**src/rtl/lct_pkg.sv**
```systemverilog
package lct_pkg;

   // Defaults for the top-level parameters.
   localparam int unsigned SLOTS_DEF            = 16;
   localparam int unsigned KEY_HEX_DIGITS_DEF   = 16;
   localparam int unsigned MAX_SECRET_BYTES_DEF = 8;

   // Fixed field widths of the request and response items.
   localparam int unsigned CMD_W    = 2;
   localparam int unsigned KEY_W    = 64;
   localparam int unsigned WORD_W   = 64;
   localparam int unsigned LEN_W    = 4;
   localparam int unsigned STATUS_W = 2;
   localparam int unsigned USED_W   = 4;
   localparam int unsigned STAMP_W  = 32;

   // Command codes.
   localparam logic [CMD_W-1:0] CMD_LOOKUP = 2'd0;
   localparam logic [CMD_W-1:0] CMD_SAVE   = 2'd1;
   localparam logic [CMD_W-1:0] CMD_FORGET = 2'd2;

   // Status codes.
   localparam logic [STATUS_W-1:0] ST_OK        = 2'd0;
   localparam logic [STATUS_W-1:0] ST_INVALID   = 2'd1;
   localparam logic [STATUS_W-1:0] ST_NOT_FOUND = 2'd2;

   // Write controls from the sequencer to the slot store.
   typedef struct packed {
      logic slot_we;    // write key, secret and length; mark the slot valid
      logic stamp_we;   // write the use stamp
      logic valid_clr;  // mark the slot empty
   } wr_ctl_type;

   // Status flags of the scan unit.
   typedef struct packed {
      logic hit;        // a valid slot holds the key
      logic empty;      // at least one empty slot was seen
   } scan_flags_type;

endpackage

```
**src/rtl/lct_ifs.sv**
```systemverilog
interface lct_req_if;
   import lct_pkg::*;

   logic                valid;
   logic                ready;
   logic [CMD_W-1:0]    command;
   logic [KEY_W-1:0]    key_digits;
   logic [WORD_W-1:0]   secret_word;
   logic [LEN_W-1:0]    secret_length;

   modport source (output valid, command, key_digits, secret_word, secret_length,
                   input ready);
   modport sink   (input valid, command, key_digits, secret_word, secret_length,
                   output ready);
endinterface

interface lct_rsp_if;
   import lct_pkg::*;

   logic                valid;
   logic                ready;
   logic [STATUS_W-1:0] status;
   logic                found;
   logic [WORD_W-1:0]   secret_out;
   logic [LEN_W-1:0]    secret_out_length;
   logic [USED_W-1:0]   slot_used;

   modport source (output valid, status, found, secret_out, secret_out_length, slot_used,
                   input ready);
   modport sink   (input valid, status, found, secret_out, secret_out_length, slot_used,
                   output ready);
endinterface

```
**src/rtl/lru_credential_table.sv**
```systemverilog
// Channel  | Direction | Handshake          | Item
// ---------+-----------+--------------------+-----------------------------------------------
// req_chan | in        | valid/ready (sink) | command, key_digits, secret_word, secret_length
// rsp_chan | out       | valid/ready (src)  | status, found, secret_out, secret_out_length,
//          |           |                    | slot_used
//
// Save, forget and a lookup pass from acceptance through the scan, a drain state and a
// decide state before the result is loaded for the response; a lookup that finds its key
// adds a fetch state. The scan reads one slot per cycle through the single read port of the
// slot memory. A save that wraps the use counter adds a restamping pass over every slot. A
// rejected command skips the scan and goes straight to the finish state. Reset clears the
// valid marks directly; there is no clearing pass. The block takes one item at a time and
// waits in its last state while an earlier response is not taken.
module lru_credential_table #(
   parameter int unsigned SLOTS            = lct_pkg::SLOTS_DEF,
   parameter int unsigned KEY_HEX_DIGITS   = lct_pkg::KEY_HEX_DIGITS_DEF,
   parameter int unsigned MAX_SECRET_BYTES = lct_pkg::MAX_SECRET_BYTES_DEF
) (
   input  logic        clock,
   input  logic        reset,
   lct_req_if.sink     req_chan,
   lct_rsp_if.source   rsp_chan
);
   import lct_pkg::*;

   localparam int unsigned IW       = $clog2(SLOTS);
   localparam int unsigned KEY_BITS = 4 * KEY_HEX_DIGITS;
   localparam int unsigned SEC_BITS = 8 * MAX_SECRET_BYTES;

   typedef enum logic [2:0] {
      ST_IDLE,    // waiting for an item
      ST_SCAN,    // issuing slot reads, one per cycle
      ST_DRAIN,   // last slot read is compared
      ST_DECIDE,  // act on the scan result
      ST_FETCH,   // matched slot data is back for a lookup
      ST_WRAP,    // restamping every slot after the use counter wrapped
      ST_FINISH   // hand the result to the output register
   } state_type;

   // Sequencer state and the captured item.
   state_type            state_ff, state_in;
   logic [CMD_W-1:0]     cmd_ff, cmd_in;
   logic [KEY_BITS-1:0]  key_ff, key_in;
   logic [SEC_BITS-1:0]  sec_ff, sec_in;
   logic [LEN_W-1:0]     len_ff, len_in;
   logic [IW-1:0]        addr_ff, addr_in;      // scan and restamp pointer
   logic                 live_ff, live_in;      // read data belongs to the scan
   logic [IW-1:0]        live_idx_ff, live_idx_in;
   logic [STAMP_W-1:0]   use_cnt_ff, use_cnt_in;

   // Result under construction.
   logic [STATUS_W-1:0]  res_status_ff, res_status_in;
   logic                 res_found_ff, res_found_in;
   logic [WORD_W-1:0]    res_sec_ff, res_sec_in;
   logic [LEN_W-1:0]     res_len_ff, res_len_in;
   logic [USED_W-1:0]    res_used_ff, res_used_in;

   // Output register.
   logic                 rsp_valid_ff, rsp_valid_in;
   logic [STATUS_W-1:0]  out_status_ff, out_status_in;
   logic                 out_found_ff, out_found_in;
   logic [WORD_W-1:0]    out_sec_ff, out_sec_in;
   logic [LEN_W-1:0]     out_len_ff, out_len_in;
   logic [USED_W-1:0]    out_used_ff, out_used_in;

   // Store and scan connections.
   logic [IW-1:0]        rd_addr;
   logic                 rd_valid;
   logic [KEY_BITS-1:0]  rd_key;
   logic [SEC_BITS-1:0]  rd_secret;
   logic [LEN_W-1:0]     rd_length;
   logic [STAMP_W-1:0]   rd_stamp;
   wr_ctl_type           wr_ctl;
   logic [IW-1:0]        wr_addr;
   logic [STAMP_W-1:0]   wr_stamp;
   scan_flags_type       scan_flags;
   logic                 scan_clear;
   logic [IW-1:0]        hit_idx;
   logic [IW-1:0]        empty_idx;
   logic [IW-1:0]        best_idx;

   logic                 accept;
   logic                 len_ok;
   logic [SEC_BITS-1:0]  sec_mask;
   logic [IW-1:0]        save_idx;
   logic [STAMP_W-1:0]   cnt_next;
   logic                 out_free;

   // The reported slot number keeps only the low bits of the index.
   function automatic logic [USED_W-1:0] slot_tag(input logic [IW-1:0] idx);
      logic [IW+USED_W-1:0] wide;
      wide = (IW+USED_W)'(idx);
      return wide[USED_W-1:0];
   endfunction

   assign accept   = req_chan.valid && req_chan.ready;
   assign out_free = !rsp_valid_ff || rsp_chan.ready;
   assign len_ok   = (req_chan.secret_length != '0) &&
                     (req_chan.secret_length <= LEN_W'(MAX_SECRET_BYTES));

   // Bytes beyond the password length are dropped before storing.
   always_comb begin
      for (int b = 0; b < MAX_SECRET_BYTES; b++) begin
         sec_mask[b*8 +: 8] = (LEN_W'(b) < req_chan.secret_length) ? 8'hFF : 8'h00;
      end
   end

   // A save reuses the matching slot, else the first empty one, else the oldest.
   assign save_idx = scan_flags.hit   ? hit_idx :
                     scan_flags.empty ? empty_idx : best_idx;
   assign cnt_next = use_cnt_ff + STAMP_W'(1);

   // The read port walks the slots during the scan and then fetches the match.
   assign rd_addr    = (state_ff == ST_SCAN) ? addr_ff : hit_idx;
   assign scan_clear = accept;

   always_comb begin
      state_in      = state_ff;
      cmd_in        = cmd_ff;
      key_in        = key_ff;
      sec_in        = sec_ff;
      len_in        = len_ff;
      addr_in       = addr_ff;
      live_in       = (state_ff == ST_SCAN);
      live_idx_in   = addr_ff;
      use_cnt_in    = use_cnt_ff;
      res_status_in = res_status_ff;
      res_found_in  = res_found_ff;
      res_sec_in    = res_sec_ff;
      res_len_in    = res_len_ff;
      res_used_in   = res_used_ff;
      rsp_valid_in  = rsp_valid_ff && !rsp_chan.ready;
      out_status_in = out_status_ff;
      out_found_in  = out_found_ff;
      out_sec_in    = out_sec_ff;
      out_len_in    = out_len_ff;
      out_used_in   = out_used_ff;
      wr_ctl        = '0;
      wr_addr       = save_idx;
      wr_stamp      = use_cnt_ff;

      case (state_ff)
         ST_IDLE: begin
            if (accept) begin
               cmd_in        = req_chan.command;
               key_in        = req_chan.key_digits[KEY_BITS-1:0];
               sec_in        = req_chan.secret_word[SEC_BITS-1:0] & sec_mask;
               len_in        = req_chan.secret_length;
               addr_in       = '0;
               res_status_in = ST_INVALID;
               res_found_in  = 1'b0;
               res_sec_in    = '0;
               res_len_in    = '0;
               res_used_in   = '0;
               // Unused commands and bad lengths are rejected without a scan.
               if ((req_chan.command == CMD_LOOKUP) || (req_chan.command == CMD_FORGET) ||
                   ((req_chan.command == CMD_SAVE) && len_ok)) begin
                  state_in = ST_SCAN;
               end else begin
                  state_in = ST_FINISH;
               end
            end
         end
         ST_SCAN: begin
            if (addr_ff == IW'(SLOTS - 1)) begin
               state_in = ST_DRAIN;
            end else begin
               addr_in = addr_ff + IW'(1);
            end
         end
         ST_DRAIN: begin
            state_in = ST_DECIDE;
         end
         ST_DECIDE: begin
            state_in = ST_FINISH;
            case (cmd_ff)
               CMD_LOOKUP: begin
                  if (scan_flags.hit) begin
                     state_in = ST_FETCH;
                  end else begin
                     res_status_in = ST_NOT_FOUND;
                  end
               end
               CMD_SAVE: begin
                  wr_ctl.slot_we  = 1'b1;
                  wr_ctl.stamp_we = 1'b1;
                  wr_addr         = save_idx;
                  wr_stamp        = use_cnt_ff;
                  res_status_in   = ST_OK;
                  res_used_in     = slot_tag(save_idx);
                  if (cnt_next == '0) begin
                     // The counter wrapped: restamp all slots by index, then
                     // restart just past the capacity.
                     use_cnt_in = STAMP_W'(SLOTS) + STAMP_W'(1);
                     addr_in    = '0;
                     state_in   = ST_WRAP;
                  end else begin
                     use_cnt_in = cnt_next;
                  end
               end
               CMD_FORGET: begin
                  if (scan_flags.hit) begin
                     wr_ctl.valid_clr = 1'b1;
                     wr_addr          = hit_idx;
                     res_status_in    = ST_OK;
                     res_found_in     = 1'b1;
                     res_used_in      = slot_tag(hit_idx);
                  end else begin
                     res_status_in = ST_NOT_FOUND;
                  end
               end
               default: begin
                  res_status_in = ST_INVALID;
               end
            endcase
         end
         ST_FETCH: begin
            res_status_in = ST_OK;
            res_found_in  = 1'b1;
            res_sec_in    = WORD_W'(rd_secret);
            res_len_in    = rd_length;
            res_used_in   = slot_tag(hit_idx);
            state_in      = ST_FINISH;
         end
         ST_WRAP: begin
            // Empty slots get a stamp too; it is never read before a save rewrites it.
            wr_ctl.stamp_we = 1'b1;
            wr_addr         = addr_ff;
            wr_stamp        = STAMP_W'(addr_ff) + STAMP_W'(1);
            if (addr_ff == IW'(SLOTS - 1)) begin
               state_in = ST_FINISH;
            end else begin
               addr_in = addr_ff + IW'(1);
            end
         end
         ST_FINISH: begin
            if (out_free) begin
               rsp_valid_in  = 1'b1;
               out_status_in = res_status_ff;
               out_found_in  = res_found_ff;
               out_sec_in    = res_sec_ff;
               out_len_in    = res_len_ff;
               out_used_in   = res_used_ff;
               state_in      = ST_IDLE;
            end
         end
         default: begin
            state_in = ST_IDLE;
         end
      endcase
   end

   always_ff @(posedge clock) begin
      if (reset) begin
         state_ff     <= ST_IDLE;
         live_ff      <= 1'b0;
         use_cnt_ff   <= STAMP_W'(1);
         rsp_valid_ff <= 1'b0;
      end else begin
         state_ff     <= state_in;
         live_ff      <= live_in;
         use_cnt_ff   <= use_cnt_in;
         rsp_valid_ff <= rsp_valid_in;
      end
      cmd_ff        <= cmd_in;
      key_ff        <= key_in;
      sec_ff        <= sec_in;
      len_ff        <= len_in;
      addr_ff       <= addr_in;
      live_idx_ff   <= live_idx_in;
      res_status_ff <= res_status_in;
      res_found_ff  <= res_found_in;
      res_sec_ff    <= res_sec_in;
      res_len_ff    <= res_len_in;
      res_used_ff   <= res_used_in;
      out_status_ff <= out_status_in;
      out_found_ff  <= out_found_in;
      out_sec_ff    <= out_sec_in;
      out_len_ff    <= out_len_in;
      out_used_ff   <= out_used_in;
   end

   lct_store #(
      .SLOTS    (SLOTS),
      .KEY_BITS (KEY_BITS),
      .SEC_BITS (SEC_BITS)
   ) u_store (
      .clock     (clock),
      .reset     (reset),
      .rd_addr   (rd_addr),
      .rd_valid  (rd_valid),
      .rd_key    (rd_key),
      .rd_secret (rd_secret),
      .rd_length (rd_length),
      .rd_stamp  (rd_stamp),
      .wr_ctl    (wr_ctl),
      .wr_addr   (wr_addr),
      .wr_key    (key_ff),
      .wr_secret (sec_ff),
      .wr_length (len_ff),
      .wr_stamp  (wr_stamp)
   );

   lct_scan #(
      .SLOTS    (SLOTS),
      .KEY_BITS (KEY_BITS)
   ) u_scan (
      .clock      (clock),
      .reset      (reset),
      .clear      (scan_clear),
      .check      (live_ff),
      .idx        (live_idx_ff),
      .slot_valid (rd_valid),
      .slot_key   (rd_key),
      .slot_stamp (rd_stamp),
      .key        (key_ff),
      .flags      (scan_flags),
      .hit_idx    (hit_idx),
      .empty_idx  (empty_idx),
      .best_idx   (best_idx)
   );

   assign req_chan.ready             = (state_ff == ST_IDLE);
   assign rsp_chan.valid             = rsp_valid_ff;
   assign rsp_chan.status            = out_status_ff;
   assign rsp_chan.found             = out_found_ff;
   assign rsp_chan.secret_out        = out_sec_ff;
   assign rsp_chan.secret_out_length = out_len_ff;
   assign rsp_chan.slot_used         = out_used_ff;

`ifndef ASSERT_OFF
   // The use counter never holds zero; a wrap always restarts it past the capacity.
   a_cnt_nonzero: assert property (@(posedge clock) disable iff (reset)
      use_cnt_ff != '0)
      else $error("use counter is zero");

   // Leaving the restamp sweep, the counter sits just past the capacity.
   a_wrap_restart: assert property (@(posedge clock) disable iff (reset)
      (state_ff == ST_WRAP) && (addr_ff == IW'(SLOTS - 1)) |=>
         use_cnt_ff == STAMP_W'(SLOTS) + STAMP_W'(1))
      else $error("use counter not restarted after wrap");

   // A matched result always reports success.
   a_found_ok: assert property (@(posedge clock) disable iff (reset)
      rsp_valid_ff && out_found_ff |-> out_status_ff == ST_OK)
      else $error("found set on a failed command");

   // Only a successful lookup carries password data.
   a_secret_only_lookup: assert property (@(posedge clock) disable iff (reset)
      rsp_valid_ff && !out_found_ff |-> (out_sec_ff == '0) && (out_len_ff == '0))
      else $error("password data on a result without a match");

   // No slot write happens while an item is being scanned.
   a_no_write_in_scan: assert property (@(posedge clock) disable iff (reset)
      (state_ff == ST_SCAN) || (state_ff == ST_DRAIN) |->
         !wr_ctl.slot_we && !wr_ctl.stamp_we && !wr_ctl.valid_clr)
      else $error("slot store written during scan");
`endif

endmodule

```
**src/rtl/lct_store.sv**
```systemverilog
module lct_store #(
   parameter int unsigned SLOTS    = lct_pkg::SLOTS_DEF,
   parameter int unsigned KEY_BITS = 4 * lct_pkg::KEY_HEX_DIGITS_DEF,
   parameter int unsigned SEC_BITS = 8 * lct_pkg::MAX_SECRET_BYTES_DEF
) (
   input  logic                          clock,
   input  logic                          reset,
   input  logic [$clog2(SLOTS)-1:0]      rd_addr,
   output logic                          rd_valid,
   output logic [KEY_BITS-1:0]           rd_key,
   output logic [SEC_BITS-1:0]           rd_secret,
   output logic [lct_pkg::LEN_W-1:0]     rd_length,
   output logic [lct_pkg::STAMP_W-1:0]   rd_stamp,
   input  lct_pkg::wr_ctl_type           wr_ctl,
   input  logic [$clog2(SLOTS)-1:0]      wr_addr,
   input  logic [KEY_BITS-1:0]           wr_key,
   input  logic [SEC_BITS-1:0]           wr_secret,
   input  logic [lct_pkg::LEN_W-1:0]     wr_length,
   input  logic [lct_pkg::STAMP_W-1:0]   wr_stamp
);
   import lct_pkg::*;

   // Slot contents live in memories; only the valid marks are flip-flops,
   // so an empty slot is never trusted for its data.
   logic [KEY_BITS-1:0] key_mem   [SLOTS];
   logic [SEC_BITS-1:0] sec_mem   [SLOTS];
   logic [LEN_W-1:0]    len_mem   [SLOTS];
   logic [STAMP_W-1:0]  stamp_mem [SLOTS];
   logic [SLOTS-1:0]    valid_ff;

   always_ff @(posedge clock) begin
      if (reset) begin
         valid_ff <= '0;
      end else if (wr_ctl.slot_we) begin
         valid_ff[wr_addr] <= 1'b1;
      end else if (wr_ctl.valid_clr) begin
         valid_ff[wr_addr] <= 1'b0;
      end
   end

   always_ff @(posedge clock) begin
      if (wr_ctl.slot_we) begin
         key_mem[wr_addr] <= wr_key;
         sec_mem[wr_addr] <= wr_secret;
         len_mem[wr_addr] <= wr_length;
      end
      if (wr_ctl.stamp_we) begin
         stamp_mem[wr_addr] <= wr_stamp;
      end
   end

   always_ff @(posedge clock) begin
      rd_valid  <= valid_ff[rd_addr];
      rd_key    <= key_mem[rd_addr];
      rd_secret <= sec_mem[rd_addr];
      rd_length <= len_mem[rd_addr];
      rd_stamp  <= stamp_mem[rd_addr];
   end

endmodule

```
**src/rtl/lct_scan.sv**
```systemverilog
module lct_scan #(
   parameter int unsigned SLOTS    = lct_pkg::SLOTS_DEF,
   parameter int unsigned KEY_BITS = 4 * lct_pkg::KEY_HEX_DIGITS_DEF
) (
   input  logic                          clock,
   input  logic                          reset,
   input  logic                          clear,
   input  logic                          check,
   input  logic [$clog2(SLOTS)-1:0]      idx,
   input  logic                          slot_valid,
   input  logic [KEY_BITS-1:0]           slot_key,
   input  logic [lct_pkg::STAMP_W-1:0]   slot_stamp,
   input  logic [KEY_BITS-1:0]           key,
   output lct_pkg::scan_flags_type       flags,
   output logic [$clog2(SLOTS)-1:0]      hit_idx,
   output logic [$clog2(SLOTS)-1:0]      empty_idx,
   output logic [$clog2(SLOTS)-1:0]      best_idx
);
   import lct_pkg::*;

   localparam int unsigned IW = $clog2(SLOTS);

   scan_flags_type     flags_ff, flags_in;
   logic               have_best_ff, have_best_in;
   logic [IW-1:0]      hit_idx_ff, hit_idx_in;
   logic [IW-1:0]      empty_idx_ff, empty_idx_in;
   logic [IW-1:0]      best_idx_ff, best_idx_in;
   logic [STAMP_W-1:0] best_stamp_ff, best_stamp_in;

   // One slot per check: key compare for the first match, first empty slot,
   // and a running minimum of the stamps (strict less keeps the lowest index).
   always_comb begin
      flags_in      = flags_ff;
      have_best_in  = have_best_ff;
      hit_idx_in    = hit_idx_ff;
      empty_idx_in  = empty_idx_ff;
      best_idx_in   = best_idx_ff;
      best_stamp_in = best_stamp_ff;
      if (clear) begin
         flags_in     = '0;
         have_best_in = 1'b0;
      end else if (check) begin
         if (slot_valid && (slot_key == key) && !flags_ff.hit) begin
            flags_in.hit = 1'b1;
            hit_idx_in   = idx;
         end
         if (!slot_valid && !flags_ff.empty) begin
            flags_in.empty = 1'b1;
            empty_idx_in   = idx;
         end
         if (slot_valid && (!have_best_ff || (slot_stamp < best_stamp_ff))) begin
            have_best_in  = 1'b1;
            best_idx_in   = idx;
            best_stamp_in = slot_stamp;
         end
      end
   end

   always_ff @(posedge clock) begin
      if (reset) begin
         flags_ff     <= '0;
         have_best_ff <= 1'b0;
      end else begin
         flags_ff     <= flags_in;
         have_best_ff <= have_best_in;
      end
      hit_idx_ff    <= hit_idx_in;
      empty_idx_ff  <= empty_idx_in;
      best_idx_ff   <= best_idx_in;
      best_stamp_ff <= best_stamp_in;
   end

   assign flags     = flags_ff;
   assign hit_idx   = hit_idx_ff;
   assign empty_idx = empty_idx_ff;
   assign best_idx  = best_idx_ff;

endmodule

```
**src/flat_wrapper.sv**
```systemverilog
// flat-port wrapper written by rule: the top's interface ports become plain ports
module lru_credential_table_flat import lct_pkg::*;
#(
   parameter int unsigned SLOTS            = lct_pkg::SLOTS_DEF,
   parameter int unsigned KEY_HEX_DIGITS   = lct_pkg::KEY_HEX_DIGITS_DEF,
   parameter int unsigned MAX_SECRET_BYTES = lct_pkg::MAX_SECRET_BYTES_DEF
)
  (clock, reset, req_chan_valid, req_chan_command, req_chan_key_digits, req_chan_secret_word, req_chan_secret_length, req_chan_ready, rsp_chan_valid, rsp_chan_status, rsp_chan_found, rsp_chan_secret_out, rsp_chan_secret_out_length, rsp_chan_slot_used, rsp_chan_ready);
  lct_req_if req_chan_i ();
  lct_rsp_if rsp_chan_i ();
  input  logic clock;
  input  logic reset;
  input wire logic [$bits(req_chan_i.valid)-1:0] req_chan_valid;
  input wire logic [$bits(req_chan_i.command)-1:0] req_chan_command;
  input wire logic [$bits(req_chan_i.key_digits)-1:0] req_chan_key_digits;
  input wire logic [$bits(req_chan_i.secret_word)-1:0] req_chan_secret_word;
  input wire logic [$bits(req_chan_i.secret_length)-1:0] req_chan_secret_length;
  output wire logic [$bits(req_chan_i.ready)-1:0] req_chan_ready;
  output wire logic [$bits(rsp_chan_i.valid)-1:0] rsp_chan_valid;
  output wire logic [$bits(rsp_chan_i.status)-1:0] rsp_chan_status;
  output wire logic [$bits(rsp_chan_i.found)-1:0] rsp_chan_found;
  output wire logic [$bits(rsp_chan_i.secret_out)-1:0] rsp_chan_secret_out;
  output wire logic [$bits(rsp_chan_i.secret_out_length)-1:0] rsp_chan_secret_out_length;
  output wire logic [$bits(rsp_chan_i.slot_used)-1:0] rsp_chan_slot_used;
  input wire logic [$bits(rsp_chan_i.ready)-1:0] rsp_chan_ready;
  assign req_chan_i.valid = req_chan_valid;
  assign req_chan_i.command = req_chan_command;
  assign req_chan_i.key_digits = req_chan_key_digits;
  assign req_chan_i.secret_word = req_chan_secret_word;
  assign req_chan_i.secret_length = req_chan_secret_length;
  assign req_chan_ready = req_chan_i.ready;
  assign rsp_chan_valid = rsp_chan_i.valid;
  assign rsp_chan_status = rsp_chan_i.status;
  assign rsp_chan_found = rsp_chan_i.found;
  assign rsp_chan_secret_out = rsp_chan_i.secret_out;
  assign rsp_chan_secret_out_length = rsp_chan_i.secret_out_length;
  assign rsp_chan_slot_used = rsp_chan_i.slot_used;
  assign rsp_chan_i.ready = rsp_chan_ready;
  lru_credential_table #(.SLOTS(SLOTS), .KEY_HEX_DIGITS(KEY_HEX_DIGITS), .MAX_SECRET_BYTES(MAX_SECRET_BYTES)) u_core (.clock(clock), .reset(reset), .req_chan(req_chan_i), .rsp_chan(rsp_chan_i));
endmodule
```
**config.mk**
```make
export PLATFORM = sky130hd
export DESIGN_NAME = lru_credential_table_flat
export DESIGN_NICKNAME = d
export VERILOG_FILES = /design/src/rtl/lct_pkg.sv /design/src/rtl/lct_ifs.sv /design/src/rtl/lru_credential_table.sv /design/src/rtl/lct_store.sv /design/src/rtl/lct_scan.sv /design/src/flat_wrapper.sv
export SDC_FILE = /design/constraint.sdc
export NUM_CORES = 2
export LEC_CHECK = 0
export ABC_CLOCK_PERIOD_IN_PS = 7650
export BUFFER_PORTS_ARGS = -buffer_cell sky130_fd_sc_hd__buf_2
export CAP_MARGIN = 20
export CORE_ASPECT_RATIO = 0.6
export CORE_MARGIN = 5
export CORE_UTILIZATION = 52
export CTS_CLUSTER_DIAMETER = 200
export DETAILED_ROUTE_END_ITERATION = 10
export PLACE_DENSITY = 0.83
export REMOVE_ABC_BUFFERS = 1
export SLEW_MARGIN = 40
export SYNTH_ARGS = -nofsm -noshare
export SYNTH_HDL_FRONTEND = slang
export SYNTH_SLANG_ARGS = --single-unit
```
**constraint.sdc**
```tcl
create_clock -name clock -period 7.65 [get_ports clock]
set_clock_uncertainty 0.05 [all_clocks]
set_input_delay 0.3825 -clock clock [delete_from_list [all_inputs] [get_ports clock]]
set_output_delay 0.3825 -clock clock [all_outputs]
set_load 0.05 [all_outputs]
```
==> results.toml <==
[worst_setup_path]
critPathMaxFanout = 95
critPathRequiredTime_ns = 8.04
worst_setup_path_end_kind = "flip-flop"
path_class = "flip-flop to flip-flop"
crit_arrival_ns = 5.24
start_kind = "flip-flop"

[timing]
fmax_ghz = 0.206
drv_slew = 0
finalCriticalPeriod_ns = 4.85
tightest_slew_ns = 0.891
final-hold-violation-count = 0
hold_slack_ns = 0.0457
setup_violations = 0
fin_crit_sh_pct = 63.4
rsz0062_at_grt = "no"
maxSlewHeadroom_pct = 40.2

[placed_design]
place_congestion = 0.870
io_buffer_count = 214
hpwl_um = 144000
placed_cell_area_mm2 = 0.124

[yosys]
synth-seq-cells = 3181
synth_area_mm2 = 0.119
seq_area_frac_synth_pct = 78.2
synth-edff-count = 2956
synth_ff_type = "edfxtp_1"
syn_inst = 5798
async_reset_ff_share_pct = 0
synth.avg_cell_area_um2 = 20.6
synthDistinctLibCells = 75
yosys_warnings = 0

[power_and_ir_drop]
powerDensity_mw_per_mm2 = 306
vdd_drop_max_v = 0.000221
p_comb_share_pct = 13.1
p_int_uw = 30800
seq_power_share_pct = 52.3
leakagePower_uw = 0.0438
clockPowerShare_pct = 34.7
power_switching_uw = 10400
swShare_pct = 25.3

[cts]
insertion_delay_ns = 0.83
clock_path_buffers = 4
ctsHtreeMaxLevel = 5
cts_hold_buf = 135
cts_tree = "yes"
post-cts-setup-buffers = 0
root_buffer = "clkbuf_16"
cts_sinks = 3181
path_clk_slew_ns = 0.07
ctsResizeCount = 0
cts-buffers-inserted = 276

[die]
pin_count = 215
dieArea_mm2 = 0.239
die_x_um = 628
fp-row-count = 136
core_mm2 = 0.229
fp.dieH_um = 381
start_util_pct = 52.2

[global_route]
grt_max_degree = 139
antenna_found_initial = 16
grt_pass1_vias = 62580
grt_use_total_pct = 24.0
grt_remaining_overflow = 0
grt_pass1_wl_um = 425000

[run]
maxCapViolations = 0

[cells_and_area]
synthToLayoutAreaGrowth_pct = 13.2
fillers = 15147
layout-drive-gt1-share_pct = 23.0
final_area_mm2 = 0.135
num-nets-final = 6399

[drt]
vias_per_cell = 6.48
vias = 61422
antenna_left = 0
drc = 0
drt-initial-drc-count = 8973
drt-total-wl_um = 291000
drtPass1Iterations = 6
post_drt_wl_per_cell_um = 30.7

[worst_hold_path]
min_path_type = "input pin to flip-flop"

[status]
outcome = "finished clean"
-- synthesized netlist by cell type (4+ instances only) --
cell type	number	share of area [%]
o31ai_1	6	0.038
nand2b_1	7	0.037
clkbuf_1	192	0.60
inv_1	68	0.21
mux2i_1	12	0.10
xnor2_1	50	0.37
a31oi_1	172	0.90
o21ai_0	37	0.16
clkbuf_8	8	0.092
nor4b_1	4	0.029
xor2_1	29	0.21
edfxtp_1	2956	74
and3_1	7	0.037
and2_1	276	1.4
mux4_2	660	12
or3_1	10	0.052
o22ai_1	5	0.026
nor4_1	15	0.079
nor2_1	68	0.21
ha_1	37	0.39
nand2_1	382	1.2
nor2b_1	58	0.30
a22o_1	6	0.044
buf_1	44	0.14
nor3_1	20	0.084
nand3_1	40	0.17
buf_2	59	0.25
or2_2	6	0.031
a211oi_1	176	1.1
and4_1	4	0.029
dfxtp_1	225	3.8
a21o_1	20	0.13
a21oi_1	42	0.18
nand4_1	33	0.17
-- power groups by stage --
stage / logic, uW / clock network (uW) / registers [uW]
after floorplan: 5650 / 0 / 21400
after global placement: 5000 / 0 / 21800
after detailed placement: 5190 / 0 / 21900
after CTS: 5380 / 14400 / 21500
after global routing: 5770 / 15200 / 21700
final: 5400 / 14300 / 21600
-- metal layers --
layer | vias up | global-route usage [%] | share of wire (%)
met2 | 4698 | 38.1 | 48
met4 | 2 | 8.55 | 3.7
met3 | 630 | 5.82 | 12
li1 | 24374 | - | -
met5 | - | 0 | 0.0045
met1 | 31718 | 32.9 | 36
-- metrics by stage --
stage                     setup TNS (ns)  power (uW)  utilization, %  setup WS, ns  instances
final                                  0       41300            59.1          2.80       9485
after global routing                   0       42700            59.1          2.74       9484
after CTS                              0       41300            59.0          3.00       9474
after detailed placement               0       27100            54.4          3.10       8841
after global placement                 0       26800            54.3          2.84       8831
after floorplan                 -9419.01       27100               -        -58.62       5487
-- cell type report --
type                    instances  area (um2)  share of cell area, %
inverters                      68         418                  0.310
well taps                    3036        3800                   2.81
multi-input cells            2238       24700                   18.3
diodes                          5        12.5                0.00927
flip-flops and latches       3181       93300                   69.1
clock buffers                 368        7640                   5.66
repair buffers                459        3710                   2.75
clock inverters               130        1450                   1.07
-- registers in the layout (all words and copies together), names as in the netlist, 32 cells and up, named ones only --
signal / cells
u_core.u_store.rd_key: 64
u_core.key_ff: 64
u_core.u_store.key_mem: 1024
u_core.res_sec_ff: 64
u_core.u_store.sec_mem: 1024
u_core.u_store.rd_secret: 64
u_core.rsp_chan.secret_out: 64
u_core.u_store.len_mem: 64
u_core.u_store.stamp_mem: 512
u_core.u_store.rd_stamp: 32
u_core.use_cnt_ff: 32
u_core.u_scan.best_stamp_ff: 32
u_core.sec_ff: 64
-- cell families (layout without fill, tap and decap cells) --
| family | Yosys count | count (layout) | synth area share [%] |
|---|---|---|---|
| buf+inv | 379 | 1025 | 1.35 |
| fa+ha+maj | 37 | 37 | 0.388 |
| mux | 675 | 675 | 12.6 |
| flops | 3181 | 3181 | 78.2 |
| compound gates | 493 | 493 | 2.80 |
| xor+xnor | 79 | 79 | 0.580 |
| other cells | 0 | 5 | 0 |
| simple gates | 954 | 954 | 4.09 |
-- final timing paths --
kind | startpoint | end | slack, ns | cells past startpoint
worst min-delay path | req_chan_secret_length[3] | u_core.len_ff[3] | 0.05 | 1
worst max-delay path | u_core.state_ff[0] | u_core.u_store.sec_mem[8][44] | 2.80 | 7
worst max register to register | u_core.state_ff[0] | u_core.u_store.sec_mem[8][44] | 2.80 | 7
worst min register to register | u_core.res_sec_ff[21] | u_core.rsp_chan.secret_out[21] | 0.37 | 0
-- worst max-delay path, stage by stage (launching register included) --
cell	delay [ns]
dfxtp_1	0.50
nor2b_1	0.36
and2_1	0.69
o21ai_2	0.36
nor2_1	0.59
nand3_1	0.45
inv_12	0.68
buf_4	0.68
-- placed cells by master (no fill, tap or decap), types with 9 or more instances in the layout --
| cell type | instances |
|---|---|
| ha_1 | 37 |
| dlygate4sd3_1 | 135 |
| nor2_1 | 42 |
| bufinv_16 | 28 |
| buf_12 | 19 |
| o21ai_0 | 35 |
| clkinvlp_4 | 9 |
| clkbuf_8 | 18 |
| a31oi_1 | 172 |
| a21o_1 | 20 |
| buf_4 | 72 |
| a21oi_1 | 39 |
| clkinv_2 | 45 |
| nand3_1 | 40 |
| a211oi_1 | 174 |
| inv_1 | 51 |
| nor3_1 | 19 |
| nor4_1 | 13 |
| nor2_4 | 18 |
| buf_16 | 9 |
| mux4_2 | 660 |
| nor2b_1 | 58 |
| xnor2_1 | 50 |
| edfxtp_1 | 2956 |
| clkbuf_16 | 286 |
| xor2_1 | 29 |
| inv_6 | 10 |
| nand2_1 | 381 |
| dfxtp_1 | 225 |
| and2_1 | 274 |
| nand4_1 | 33 |
| or3_1 | 10 |
| clkinv_1 | 30 |
| clkbuf_1 | 64 |
| buf_2 | 214 |
| inv_8 | 10 |
Power figures use the tool's default switching activity.
